===== src/smfd_pkg.sv =====
package smfd_pkg;

    localparam int unsigned BYTE_W = 8;
    localparam int unsigned WORD_W = 16;
    localparam int unsigned TEMP_W = 15;
    localparam int unsigned HUM_W  = 14;
    localparam int unsigned MASK_W = 3;
    localparam int unsigned IDX_W  = 4;
    localparam int unsigned PROD_W = 31;

    // Byte positions within a reply; IDX_IDLE means no reply in progress.
    localparam logic [IDX_W-1:0] IDX_CO2_MSB  = 4'd0;
    localparam logic [IDX_W-1:0] IDX_CO2_LSB  = 4'd1;
    localparam logic [IDX_W-1:0] IDX_CO2_CRC  = 4'd2;
    localparam logic [IDX_W-1:0] IDX_TEMP_MSB = 4'd3;
    localparam logic [IDX_W-1:0] IDX_TEMP_LSB = 4'd4;
    localparam logic [IDX_W-1:0] IDX_TEMP_CRC = 4'd5;
    localparam logic [IDX_W-1:0] IDX_HUM_MSB  = 4'd6;
    localparam logic [IDX_W-1:0] IDX_HUM_LSB  = 4'd7;
    localparam logic [IDX_W-1:0] IDX_HUM_CRC  = 4'd8;
    localparam logic [IDX_W-1:0] IDX_IDLE     = 4'd9;

    // Configuration register indexes
    localparam logic REG_CRC_INIT = 1'b0;
    localparam logic REG_CRC_POLY = 1'b1;

    localparam logic [BYTE_W-1:0] CRC_INIT_RST = 8'hFF;
    localparam logic [BYTE_W-1:0] CRC_POLY_RST = 8'h31;

    localparam logic [TEMP_W-1:0] TEMP_SCALE  = 15'd17500;
    localparam logic [TEMP_W-1:0] TEMP_OFFSET = 15'd4500;
    localparam logic [HUM_W-1:0]  HUM_SCALE   = 14'd10000;
    localparam logic [31:0]       FULL_SCALE  = 32'd65535;

    localparam int unsigned ERR_CO2  = 0;
    localparam int unsigned ERR_TEMP = 1;
    localparam int unsigned ERR_HUM  = 2;

    // MSB-first CRC-8 over one byte, no final XOR.
    function automatic logic [BYTE_W-1:0] crc8_update(
        input logic [BYTE_W-1:0] acc,
        input logic [BYTE_W-1:0] data,
        input logic [BYTE_W-1:0] poly
    );
        logic [BYTE_W-1:0] c;
        c = acc ^ data;
        for (int k = 0; k < BYTE_W; k++)
        begin
            c = c[BYTE_W-1] ? ((c << 1) ^ poly) : (c << 1);
        end
        return c;
    endfunction

    // floor(x / 65535): estimate that is low by at most one, then one correction.
    function automatic logic [WORD_W-1:0] div_full_scale(input logic [PROD_W-1:0] x);
        logic [31:0]       sum;
        logic [WORD_W-1:0] q;
        logic [31:0]       rem;
        sum = {1'b0, x} + 32'(x[PROD_W-1:WORD_W]);
        q   = sum[31:WORD_W];
        rem = {1'b0, x} - {q, 16'h0000} + 32'(q);
        if (rem >= FULL_SCALE)
        begin
            q = q + 16'd1;
        end
        return q;
    endfunction

endpackage


===== src/smfd_channels.sv =====
interface smfd_in_if;
    import smfd_pkg::*;

    logic              valid;
    logic              ready;
    logic [BYTE_W-1:0] rx_byte;
    logic              frame_start;

    modport source (output valid, rx_byte, frame_start, input ready);
    modport sink   (input valid, rx_byte, frame_start, output ready);
endinterface

interface smfd_out_if;
    import smfd_pkg::*;

    logic                     valid;
    logic                     ready;
    logic [WORD_W-1:0]        co2_ppm;
    logic signed [TEMP_W-1:0] temp_centi;
    logic [HUM_W-1:0]         humidity_centi;
    logic [MASK_W-1:0]        crc_error_mask;

    modport source (output valid, co2_ppm, temp_centi, humidity_centi, crc_error_mask,
                    input ready);
    modport sink   (input valid, co2_ppm, temp_centi, humidity_centi, crc_error_mask,
                     output ready);
endinterface


===== src/sensor_measurement_frame_decoder.sv =====
// Measurement reply decoder. Bytes of a nine-byte reply (three words, each sent as
// MSB, LSB, CRC-8) enter on the rx channel, one transaction per byte, at up to one
// byte every clock. frame_start on a byte makes it byte 0 of a new reply and clears
// the error mask; bytes without frame_start while no reply is open are dropped.
// Each word is checked with an MSB-first CRC-8 (crc_init at paddr 0, crc_poly at
// paddr 4, no final XOR). The ninth byte yields one result transaction on res: the
// raw CO2 word, temperature in 0.01 degC (-4500 + floor(raw*17500/65535)), humidity
// in 0.01 %RH (floor(raw*10000/65535)) and a per-word CRC mismatch mask. A result
// reaches res through the scale multiplier register and then the divide-by-65535
// correction into the output register. Both stages hold a result each, so rx stays
// ready unless both are full and res is stalled. Write configuration while no
// transaction is in flight; inside a reply crc_init takes effect at the next word's
// MSB and crc_poly at the next MSB or LSB byte.
module sensor_measurement_frame_decoder (
    input  logic                          clk,
    input  logic                          rst_n,
    input  logic                          psel,
    input  logic                          penable,
    input  logic                          pwrite,
    input  logic [2:0]                    paddr,
    input  logic [31:0]                   pwdata,
    output logic [31:0]                   prdata,
    output logic                          pready,
    smfd_in_if.sink                       rx,
    smfd_out_if.source                    res
);
    import smfd_pkg::*;

    // Configuration
    logic [BYTE_W-1:0] crc_init_reg;
    logic [BYTE_W-1:0] crc_poly_reg;
    logic              cfg_write;

    // Reply assembly state
    logic [IDX_W-1:0]  byte_index_reg, byte_index_next;
    logic [BYTE_W-1:0] crc_acc_reg,    crc_acc_next;
    logic [BYTE_W-1:0] msb_hold_reg,   msb_hold_next;
    logic [BYTE_W-1:0] lsb_hold_reg,   lsb_hold_next;
    logic [WORD_W-1:0] co2_hold_reg,   co2_hold_next;
    logic [PROD_W-1:0] temp_prod_reg,  temp_prod_next;
    logic [MASK_W-1:0] error_bits_reg, error_bits_next;

    // Product stage
    logic              s1_valid_reg;
    logic [WORD_W-1:0] s1_co2_reg;
    logic [PROD_W-1:0] s1_temp_prod_reg;
    logic [PROD_W-1:0] s1_hum_prod_reg;
    logic [MASK_W-1:0] s1_mask_reg;

    // Output register
    logic                     out_valid_reg;
    logic [WORD_W-1:0]        out_co2_reg;
    logic signed [TEMP_W-1:0] out_temp_reg;
    logic [HUM_W-1:0]         out_hum_reg;
    logic [MASK_W-1:0]        out_mask_reg;

    logic              out_free;
    logic              s1_free;
    logic              rx_fire;
    logic              frame_done;
    logic [IDX_W-1:0]  idx_eff;
    logic [MASK_W-1:0] err_eff;
    logic [WORD_W-1:0] word_value;
    logic              crc_bad;
    logic [WORD_W-1:0] temp_q;
    logic [WORD_W-1:0] hum_q;

    // ---------------------------------------------------------------- APB port
    assign pready    = 1'b1;
    assign cfg_write = psel && penable && pwrite;
    // Byte lanes below bit 2 do not select a register.
    assign prdata    = (paddr[2] == REG_CRC_POLY) ? 32'(crc_poly_reg) : 32'(crc_init_reg);

    // ---------------------------------------------------------------- handshake
    // Advance the pipeline when the output register is empty or being taken.
    assign out_free = !out_valid_reg || res.ready;
    assign s1_free  = !s1_valid_reg || out_free;
    assign rx.ready = s1_free;
    assign rx_fire  = rx.valid && rx.ready;

    // ---------------------------------------------------------------- byte walk
    assign idx_eff    = rx.frame_start ? IDX_CO2_MSB : byte_index_reg;
    assign err_eff    = rx.frame_start ? '0 : error_bits_reg;
    assign word_value = {msb_hold_reg, lsb_hold_reg};
    assign crc_bad    = (crc_acc_reg != rx.rx_byte);
    assign frame_done = rx_fire && (idx_eff == IDX_HUM_CRC);

    always_comb
    begin
        byte_index_next = byte_index_reg;
        crc_acc_next    = crc_acc_reg;
        msb_hold_next   = msb_hold_reg;
        lsb_hold_next   = lsb_hold_reg;
        co2_hold_next   = co2_hold_reg;
        temp_prod_next  = temp_prod_reg;
        error_bits_next = error_bits_reg;
        if (rx_fire)
        begin
            byte_index_next = idx_eff + 4'd1;
            error_bits_next = err_eff;
            unique case (idx_eff)
                IDX_CO2_MSB, IDX_TEMP_MSB, IDX_HUM_MSB:
                begin
                    msb_hold_next = rx.rx_byte;
                    crc_acc_next  = crc8_update(crc_init_reg, rx.rx_byte, crc_poly_reg);
                end
                IDX_CO2_LSB, IDX_TEMP_LSB, IDX_HUM_LSB:
                begin
                    lsb_hold_next = rx.rx_byte;
                    crc_acc_next  = crc8_update(crc_acc_reg, rx.rx_byte, crc_poly_reg);
                end
                IDX_CO2_CRC:
                begin
                    co2_hold_next             = word_value;
                    error_bits_next[ERR_CO2]  = err_eff[ERR_CO2] | crc_bad;
                end
                IDX_TEMP_CRC:
                begin
                    // Scale now; the divide happens after the ninth byte.
                    temp_prod_next            = PROD_W'(word_value * TEMP_SCALE);
                    error_bits_next[ERR_TEMP] = err_eff[ERR_TEMP] | crc_bad;
                end
                IDX_HUM_CRC:
                begin
                    byte_index_next           = IDX_IDLE;
                    error_bits_next[ERR_HUM]  = err_eff[ERR_HUM] | crc_bad;
                end
                default:
                begin
                    // Idle: drop the byte.
                    byte_index_next = byte_index_reg;
                    error_bits_next = error_bits_reg;
                end
            endcase
        end
    end

    // ---------------------------------------------------------------- scaling
    assign temp_q = div_full_scale(s1_temp_prod_reg);
    assign hum_q  = div_full_scale(s1_hum_prod_reg);

    // ---------------------------------------------------------------- control regs
    always_ff @(posedge clk or negedge rst_n)
    begin
        if (!rst_n)
        begin
            crc_init_reg   <= CRC_INIT_RST;
            crc_poly_reg   <= CRC_POLY_RST;
            byte_index_reg <= IDX_IDLE;
            error_bits_reg <= '0;
            s1_valid_reg   <= 1'b0;
            out_valid_reg  <= 1'b0;
        end
        else
        begin
            if (cfg_write)
            begin
                unique case (paddr[2])
                    REG_CRC_INIT: crc_init_reg <= pwdata[BYTE_W-1:0];
                    REG_CRC_POLY: crc_poly_reg <= pwdata[BYTE_W-1:0];
                    default:      crc_init_reg <= crc_init_reg;
                endcase
            end
            byte_index_reg <= byte_index_next;
            error_bits_reg <= error_bits_next;
            if (frame_done)
            begin
                s1_valid_reg <= 1'b1;
            end
            else if (out_free)
            begin
                s1_valid_reg <= 1'b0;
            end
            if (out_free)
            begin
                out_valid_reg <= s1_valid_reg;
            end
        end
    end

    // ---------------------------------------------------------------- payload regs
    always_ff @(posedge clk)
    begin
        crc_acc_reg   <= crc_acc_next;
        msb_hold_reg  <= msb_hold_next;
        lsb_hold_reg  <= lsb_hold_next;
        co2_hold_reg  <= co2_hold_next;
        temp_prod_reg <= temp_prod_next;
        if (frame_done)
        begin
            s1_co2_reg       <= co2_hold_reg;
            s1_temp_prod_reg <= temp_prod_reg;
            s1_hum_prod_reg  <= PROD_W'({msb_hold_reg, lsb_hold_reg} * HUM_SCALE);
            s1_mask_reg      <= error_bits_next;
        end
        if (out_free && s1_valid_reg)
        begin
            out_co2_reg  <= s1_co2_reg;
            // Quotient is at most 17500, so it fits the 15-bit field before the offset.
            out_temp_reg <= $signed(temp_q[TEMP_W-1:0] - TEMP_OFFSET);
            out_hum_reg  <= hum_q[HUM_W-1:0];
            out_mask_reg <= s1_mask_reg;
        end
    end

    assign res.valid          = out_valid_reg;
    assign res.co2_ppm        = out_co2_reg;
    assign res.temp_centi     = out_temp_reg;
    assign res.humidity_centi = out_hum_reg;
    assign res.crc_error_mask = out_mask_reg;

    // ---------------------------------------------------------------- checks
    a_index_range: assert property (@(posedge clk) disable iff (!rst_n)
        byte_index_reg <= IDX_IDLE)
        else $error("byte index beyond idle");

    a_s1_from_byte: assert property (@(posedge clk) disable iff (!rst_n)
        $rose(s1_valid_reg) |-> $past(rx_fire))
        else $error("product stage loaded without a byte");

    a_stall_only_full: assert property (@(posedge clk) disable iff (!rst_n)
        !rx.ready |-> (s1_valid_reg && out_valid_reg && !res.ready))
        else $error("rx stalled with room in the pipeline");

    a_hum_range: assert property (@(posedge clk) disable iff (!rst_n)
        out_valid_reg |-> (out_hum_reg <= HUM_SCALE))
        else $error("humidity beyond full scale");

    a_temp_range: assert property (@(posedge clk) disable iff (!rst_n)
        out_valid_reg |-> (out_temp_reg >= -$signed(TEMP_OFFSET)
                           && out_temp_reg <= 15'sd13000))
        else $error("temperature out of range");

endmodule


===== src/flat_wrapper.sv =====
// flat-port wrapper written by rule: the top's interface ports become plain ports
module sensor_measurement_frame_decoder_flat import smfd_pkg::*;
  (clk, rst_n, psel, penable, pwrite, paddr, pwdata, prdata, pready, rx_valid, rx_rx_byte, rx_frame_start, rx_ready, res_valid, res_co2_ppm, res_temp_centi, res_humidity_centi, res_crc_error_mask, res_ready);
  smfd_in_if rx_i ();
  smfd_out_if res_i ();
  input  logic clk;
  input  logic rst_n;
  input  logic psel;
  input  logic penable;
  input  logic pwrite;
  input  logic [2:0] paddr;
  input  logic [31:0] pwdata;
  output logic [31:0] prdata;
  output logic pready;
  input wire logic [$bits(rx_i.valid)-1:0] rx_valid;
  input wire logic [$bits(rx_i.rx_byte)-1:0] rx_rx_byte;
  input wire logic [$bits(rx_i.frame_start)-1:0] rx_frame_start;
  output wire logic [$bits(rx_i.ready)-1:0] rx_ready;
  output wire logic [$bits(res_i.valid)-1:0] res_valid;
  output wire logic [$bits(res_i.co2_ppm)-1:0] res_co2_ppm;
  output wire logic [$bits(res_i.temp_centi)-1:0] res_temp_centi;
  output wire logic [$bits(res_i.humidity_centi)-1:0] res_humidity_centi;
  output wire logic [$bits(res_i.crc_error_mask)-1:0] res_crc_error_mask;
  input wire logic [$bits(res_i.ready)-1:0] res_ready;
  assign rx_i.valid = rx_valid;
  assign rx_i.rx_byte = rx_rx_byte;
  assign rx_i.frame_start = rx_frame_start;
  assign rx_ready = rx_i.ready;
  assign res_valid = res_i.valid;
  assign res_co2_ppm = res_i.co2_ppm;
  assign res_temp_centi = res_i.temp_centi;
  assign res_humidity_centi = res_i.humidity_centi;
  assign res_crc_error_mask = res_i.crc_error_mask;
  assign res_i.ready = res_ready;
  sensor_measurement_frame_decoder u_core (.clk(clk), .rst_n(rst_n), .psel(psel), .penable(penable), .pwrite(pwrite), .paddr(paddr), .pwdata(pwdata), .prdata(prdata), .pready(pready), .rx(rx_i), .res(res_i));
endmodule

===== config.mk =====
export PLATFORM = sky130hd
export DESIGN_NAME = sensor_measurement_frame_decoder_flat
export DESIGN_NICKNAME = d
export VERILOG_FILES = /design/src/smfd_pkg.sv /design/src/smfd_channels.sv /design/src/sensor_measurement_frame_decoder.sv /design/src/flat_wrapper.sv
export SDC_FILE = /design/constraint.sdc
export NUM_CORES = 1
export LEC_CHECK = 0
export BUFFER_PORTS_ARGS = -buffer_cell sky130_fd_sc_hd__buf_4
export CAP_MARGIN = 0
export CORE_MARGIN = 4
export CORE_UTILIZATION = 35
export DETAILED_ROUTE_END_ITERATION = 12
export PLACE_DENSITY_LB_ADDON = 0.05
export SYNTH_ARGS = -nofsm -noshare
export SYNTH_HDL_FRONTEND = slang
export SYNTH_SLANG_ARGS = --single-unit
export TNS_END_PERCENT = 10

===== constraint.sdc =====
create_clock -name clk -period 20.6 [get_ports clk]
set_input_delay 3.09 -clock clk [delete_from_list [all_inputs] [get_ports clk]]
set_output_delay 3.09 -clock clk [all_outputs]
set_load 0.05 [all_outputs]

==> results of run 1 <==
-- worst max-delay path, delay by kind of cell (launching register included) --
family,cells,cell delay (ns)
AOI/OAI and AO/OA,16,3.31
xor gates and xnor gates,1,0.13
adders and majority gates,4,1.41
buffers and inverters,2,0.15
DFF,1,0.53
and+or+nand+nor,10,2.81
-- cell usage in the layout (no fill, tap or decap), types with 12 or more instances in the layout --
master     count
a21o_1        36
a21oi_1      104
a31oi_1       16
and2_1        18
and3_1        26
buf_4         88
clkbuf_16     27
conb_1        25
dfrtp_1       12
dfstp_2       13
edfxtp_1     191
fa_1          80
ha_1         307
inv_1        367
mux2_2        26
nand2_1      181
nand2b_1      18
nand3_1       50
nand4_1       30
nor2_1        91
nor2b_1       17
nor3_1        42
o21a_1        16
o21ai_0       59
o21bai_1      22
o31ai_1       12
xnor2_1      184
xor2_1        45
-- cell type report --
type / instances / area share
clock buffers: 30 / 0.0283
inverters: 368 / 0.0569
well taps: 837 / 0.0431
repair buffers: 88 / 0.0272
clock inverters: 19 / 0.00768
flip-flops and latches: 216 / 0.263
multi-input cells: 1665 / 0.574
-- power by group through the flow --
| stage | logic, uW | clock network (uW) | registers, uW |
|---|---|---|---|
| global route | 2170 | 509 | 632 |
| floorplan | 1550 | 0 | 611 |
| detailed placement | 1930 | 0 | 637 |
| CTS | 1940 | 490 | 629 |
| global placement | 1910 | 0 | 638 |
| finish | 1920 | 471 | 627 |
-- how the worst min path moves through the flow --
stage | from | endpoint | slack [ns] | cells past startpoint
final | u_core.s1_mask_reg[0]$_DFFE_PP_ | u_core.res.crc_error_mask[0]$_DFFE_PP_ | 0.42 | 0
after global routing | u_core.co2_hold_reg[14]$_DFFE_PP_ | u_core.s1_co2_reg[14]$_DFFE_PP_ | 0.42 | 0
after CTS | u_core.temp_prod_reg[17]$_DFFE_PP_ | u_core.s1_temp_prod_reg[17]$_DFFE_PP_ | 0.42 | 0
after detailed placement | u_core.temp_prod_reg[17]$_DFFE_PP_ | u_core.s1_temp_prod_reg[17]$_DFFE_PP_ | 0.40 | 0
after global placement | u_core.co2_hold_reg[11]$_DFFE_PP_ | u_core.s1_co2_reg[11]$_DFFE_PP_ | 0.40 | 0
after floorplan | u_core.s1_co2_reg[0]$_DFFE_PP_ | u_core.res.co2_ppm[0]$_DFFE_PP_ | 0.40 | 0
-- cells by family after synthesis --
group	count (synthesis)
AO/OA/AOI/OAI	417
XOR/XNOR	238
adder cells (fa/ha/maj)	387
buffers and inverters	450
flip-flops	216
multiplexers	40
other	2
AND/OR/NAND/NOR	558
-- per-layer routing --
layer,vias to the layer above,part of all wire,wire length [um],track usage
li1,8097,-,-,-
met5,-,0,0,0
met1,7855,0.49,27900,0.244
met3,57,0.041,2360,0.0215
met4,0,0.016,926,0.0309
met2,301,0.46,26300,0.278
-- through the flow --
stage	cells	cell area, sq um	setup WS [ns]	total power (uW)	hold WS (ns)
2_1_floorplan	2331	22100	13.58	2160	0.400
5_1_grt	3223	24300	11.35	3310	0.424
3_3_place_gp	3174	23400	12.04	2550	0.404
6_report	3223	24300	12.00	3010	0.416
3_5_place_dp	3174	23400	12.05	2560	0.405
4_1_cts	3223	24300	12.03	3060	0.419
==> metrics.txt, run 1 <==
DR DRC count=0; Setup crit start kind=flop; mux contribution to synthesized area=0.0201; adder-cell area share of the yosys netlist=0.247; Multi-input gate area=13900 sq um; Slew @ Worst Pin=1.04 ns; global-route wire length before repair=91800 um; PortBufs=82; Die Span Y=259 um; CTS sink count=216; Synth Area in XOR/XNOR=0.0990; final setup violation count=0; initial antenna violation count=0; CP Capture Type=flop; Period minus WS final=8.60 ns; Detail Placement HPWL=46200 um; vias in the first global route=16.4k; Nets=2804; cts hold-fix bufs=0; largest family of logic cells by synthesized area=adder cells; clock buffer depth=3; final sum of negative setup slack=0 ns; EDFF count, synth=191; Final Hold Viols=0; critical path startpoint=u_core.s1_hum_prod_reg[21]$_DFFE_PP_; internal power=1700 uW; Die ar.=67100 sq um; Die X=259 um; Sequential Area=6380 sq um; final core utilization=0.391; vias=16.3k; required time of the critical path=20.90 ns; Avg Cell Area, Syn=9.56 sq um; R2R Path End=u_core.res.humidity_centi[3]$_DFFE_PP_; Post-DRT Antenna Nets=0; fill cell count=6218; Synth cell types=106; GRT Util Overall=0.170; Clock transition at path regs=0.06 ns; most common cell in the netlist=inv_1; Skew-Pair Late Insertion Delay=0.55 ns; share of cells above drive strength 1=0.0956; Area Growth Syn to Fin=10.1%; hold crit path type=reg -> reg; Routed WL per cell=17.8 um; DR iter-0 viols=903; Boundary Pins=134; Std-Cell Rows=91; CP endpoint=u_core.res.humidity_centi[3]$_DFFE_PP_; pwr dens=124 nW/um^2; post-CTS resize count=0; WP data arrival=8.90 ns; max incr delay on CP=0.69 ns; sequential share of the synthesized area=0.289; reg2reg start=u_core.s1_hum_prod_reg[21]$_DFFE_PP_; combinational fraction of design power=0.636; H-tree levels=1; Yosys warnings=0; R2R depth=33; Fin Clk Skew=0.0140 ns; leakage=0.0109 uW; Area contributors post-synth=edfxtp_1 26%, ha_1 17%, xnor2_1 7.3%; Initial Util=0.355; FMAX=116 MHz; sequential group share of total power=0.208; slowest CP cell=nand4_1; Reg2Reg Setup Slack=12.00 ns; final-report max-slew violation count=0; number of synthesized register bits=216; CP most frequent cell=a21o_1; Mapped Cells=2308; Antenna diodes=0; Crit Path Class=reg -> reg; Max Cap Viol=0; ys flop type=edfxtp_1; RePlAce Congestion=0.844; Via density=5.06; Root Driver=clkbuf_16; Commonest cells post-synth=368 x inv_1, 307 x ha_1, 191 x edfxtp_1; Simple-Gate Fraction of Synth Area=0.128; Max VDD drop=0.0000709 V; clock network power share=0.156; Synth Area in Compound Gates=0.134; TritonCTS buffer count=27; outcome=finished clean; Mapped Area=22100 sq um; worst slew margin relative to its limit=0.306; Pre-antenna DRT Iters=6; share of the synthesized area in the top cell type=0.260; GR Overflow Total=0; CP max FO=15; async set or reset register ratio after synthesis=0.116; Core ar.=62100 sq um; NetSw=1310 uW; setup bufs post-CTS=0; leading area contributor after synthesis=edfxtp_1; total routed wirelength=57500 um; Sw Share=0.436; CTS tree=done; largest net degree at the start of global routing=69; RSZ-0062 raised after global routing=false; fin crit share=0.418
No activity file was read; power rests on OpenSTA's default activity.
==> run 2, diff against run 1 <==
Clock period 20.6 ns to 7.1 ns, I/O delays scaled along.
==> run 2 against run 1 <==
Total power grew to 3.0 times the previous value. Non-clock buffer count is 259 higher. Clock power grew to 3.1 times the previous value. Highest routed layer unchanged. Critical path type unchanged. Count of clock-buffer cells in the layout increased by 5.
==> metrics.txt, run 2 (synthesis gave the netlist of run 1 again) <==
outcome=finished clean; Period minus WS final=6.83 ns; RSZ-0062 raised after global routing=true; Via density=4.92; max incr delay on CP=0.40 ns; Clock transition at path regs=0.07 ns; Max Cap Viol=0; FMAX=146 MHz; non-filler cells, final=3485; Root Driver=clkbuf_16; fin crit share=0.962; H-tree levels=1; CP max FO=4; Initial Util=0.355; Multi-input gate area=14800 sq um; vias=17.1k; share of cells above drive strength 1=0.225; required time of the critical path=7.41 ns; worst setup margin=0.272 ns; DR DRC count=0; cts hold-fix bufs=0; Boundary Pins=134; most frequent cells in the layout=359 x inv_1, 346 x buf_4, 283 x ha_1; CTS sink count=216; PortBufs=82; initial antenna violation count=0; final instance area=27100 sq um; RePlAce Congestion=0.846; Std-Cell Rows=91; final-report max-slew violation count=0; global-route wire length before repair=96200 um; CP most frequent cell=a21o_1; Post-Place Cells=3413; Die Span Y=259 um; Setup crit start kind=flop; DP Area=25200 sq um; Crit Path Class=reg -> reg; Detail Placement HPWL=49600 um; clock buffer depth=3; commonest non-fill, non-tap cell in the layout=inv_1; Skew-Pair Late Insertion Delay=0.56 ns; Pre-antenna DRT Iters=5; DR iter-0 viols=735; largest net degree at the start of global routing=47; Core ar.=62100 sq um; Final Hold Viols=0; fill cell count=6123; TritonCTS buffer count=28; Slew @ Worst Pin=1.05 ns; Sequential Area=6380 sq um; final setup violation count=0; CTS tree=done; total routed wirelength=60800 um; Setup WS pre-CTS=-0.609 ns; Die X=259 um; Area Growth Syn to Fin=23.0%; Post-DRT Antenna Nets=0; Max VDD drop=0.000247 V; GRT Util Overall=0.178; Routed WL per cell=17.4 um; GR Overflow Total=0; hold crit path type=reg -> reg; vias in the first global route=17.4k; worst slew margin relative to its limit=0.296; Antenna diodes=0; pwr dens=330 nW/um^2; Fin Clk Skew=0.0189 ns; CP Capture Type=flop; WP data arrival=7.14 ns; leakage=0.0123 uW; slowest CP cell=edfxtp_1; Die ar.=67100 sq um; Nets=3064
## run 2: changes by cell type in the layout (fill, tap and decap cells not counted), moves of 9 or more
cell / previous run / this run
buf_4: 88 / 346
ha_1: 307 / 283
ha_4: 0 / 18
a21oi_1: 104 / 91
a21oi_2: 6 / 15
o21ai_0: 59 / 50
## run 2: routing by layer
metal	global-route usage	vias up	routed length (um)
li1	-	8625	-
met5	0	-	0
met1	0.256	8223	29900
met3	0.0180	55	1790
met4	0.0340	0	1050
met2	0.294	243	28100
## run 2: repair_timing
action,CTS,global route
setup endpoints to repair,23,23
setup buffers,9,13
pin swaps,29,81
gates resized for setup,52,105
## run 2: worst max-delay path: cells and delay by family (launching register included)
kind,cells,cell delay (ns)
AOI/OAI and AO/OA,18,3.28
and+or+nand+nor,6,1.12
adders and majority gates,4,1.05
buffers and inverters,4,0.43
DFF,1,0.40
xor gates and xnor gates,2,0.29
## run 2: final cells by class
type                            instances  area share
Clock buffer                           35      0.0276
Clock inverter                         17     0.00784
Inverter                              368      0.0511
Multi-Input combinational cell       1665       0.544
Sequential cell                       216       0.235
Tap cell                              837      0.0386
Timing Repair Buffer                  347      0.0961
## run 2: per-stage QoR
stage | hold WS (ns) | power [uW] | TNS (ns) | utilization
after detailed placement | 0.405 | 7490 | -9.56 | 0.406
after floorplan | 0.400 | 6260 | 0 | -
after global placement | 0.402 | 7430 | -9.29 | 0.406
final | 0.406 | 8940 | 0 | 0.437
after CTS | 0.406 | 9060 | 0 | 0.427
after global routing | 0.421 | 9800 | -0.202 | 0.437
## run 2: path summary, 6_finish.rpt
check,to,slack (ns),startpoint,cells past startpoint
hold reg to reg,u_core.s1_temp_prod_reg[8]$_DFFE_PP_,0.41,u_core.temp_prod_reg[8]$_DFFE_PP_,0
hold / removal,u_core.s1_temp_prod_reg[8]$_DFFE_PP_,0.41,u_core.temp_prod_reg[8]$_DFFE_PP_,0
min in group asynchronous,u_core.byte_index_reg[2]$_DFFE_PN0P_,0.42,rst_n,1
max in group asynchronous,u_core.crc_init_reg[2]$_DFFE_PN1P_,6.37,rst_n,1
setup reg to reg,u_core.res.humidity_centi[3]$_DFFE_PP_,0.27,u_core.s1_hum_prod_reg[21]$_DFFE_PP_,34
setup / recovery,u_core.res.humidity_centi[3]$_DFFE_PP_,0.27,u_core.s1_hum_prod_reg[21]$_DFFE_PP_,34
## run 2: report_power, final
group	total, uW	leakage (uW)	internal, uW	switching [uW]
clock	1480	0.000462	897	578
combinational	5660	0.00978	2480	3180
sequential	1810	0.00202	1700	109
total	8940	0.0123	5080	3870
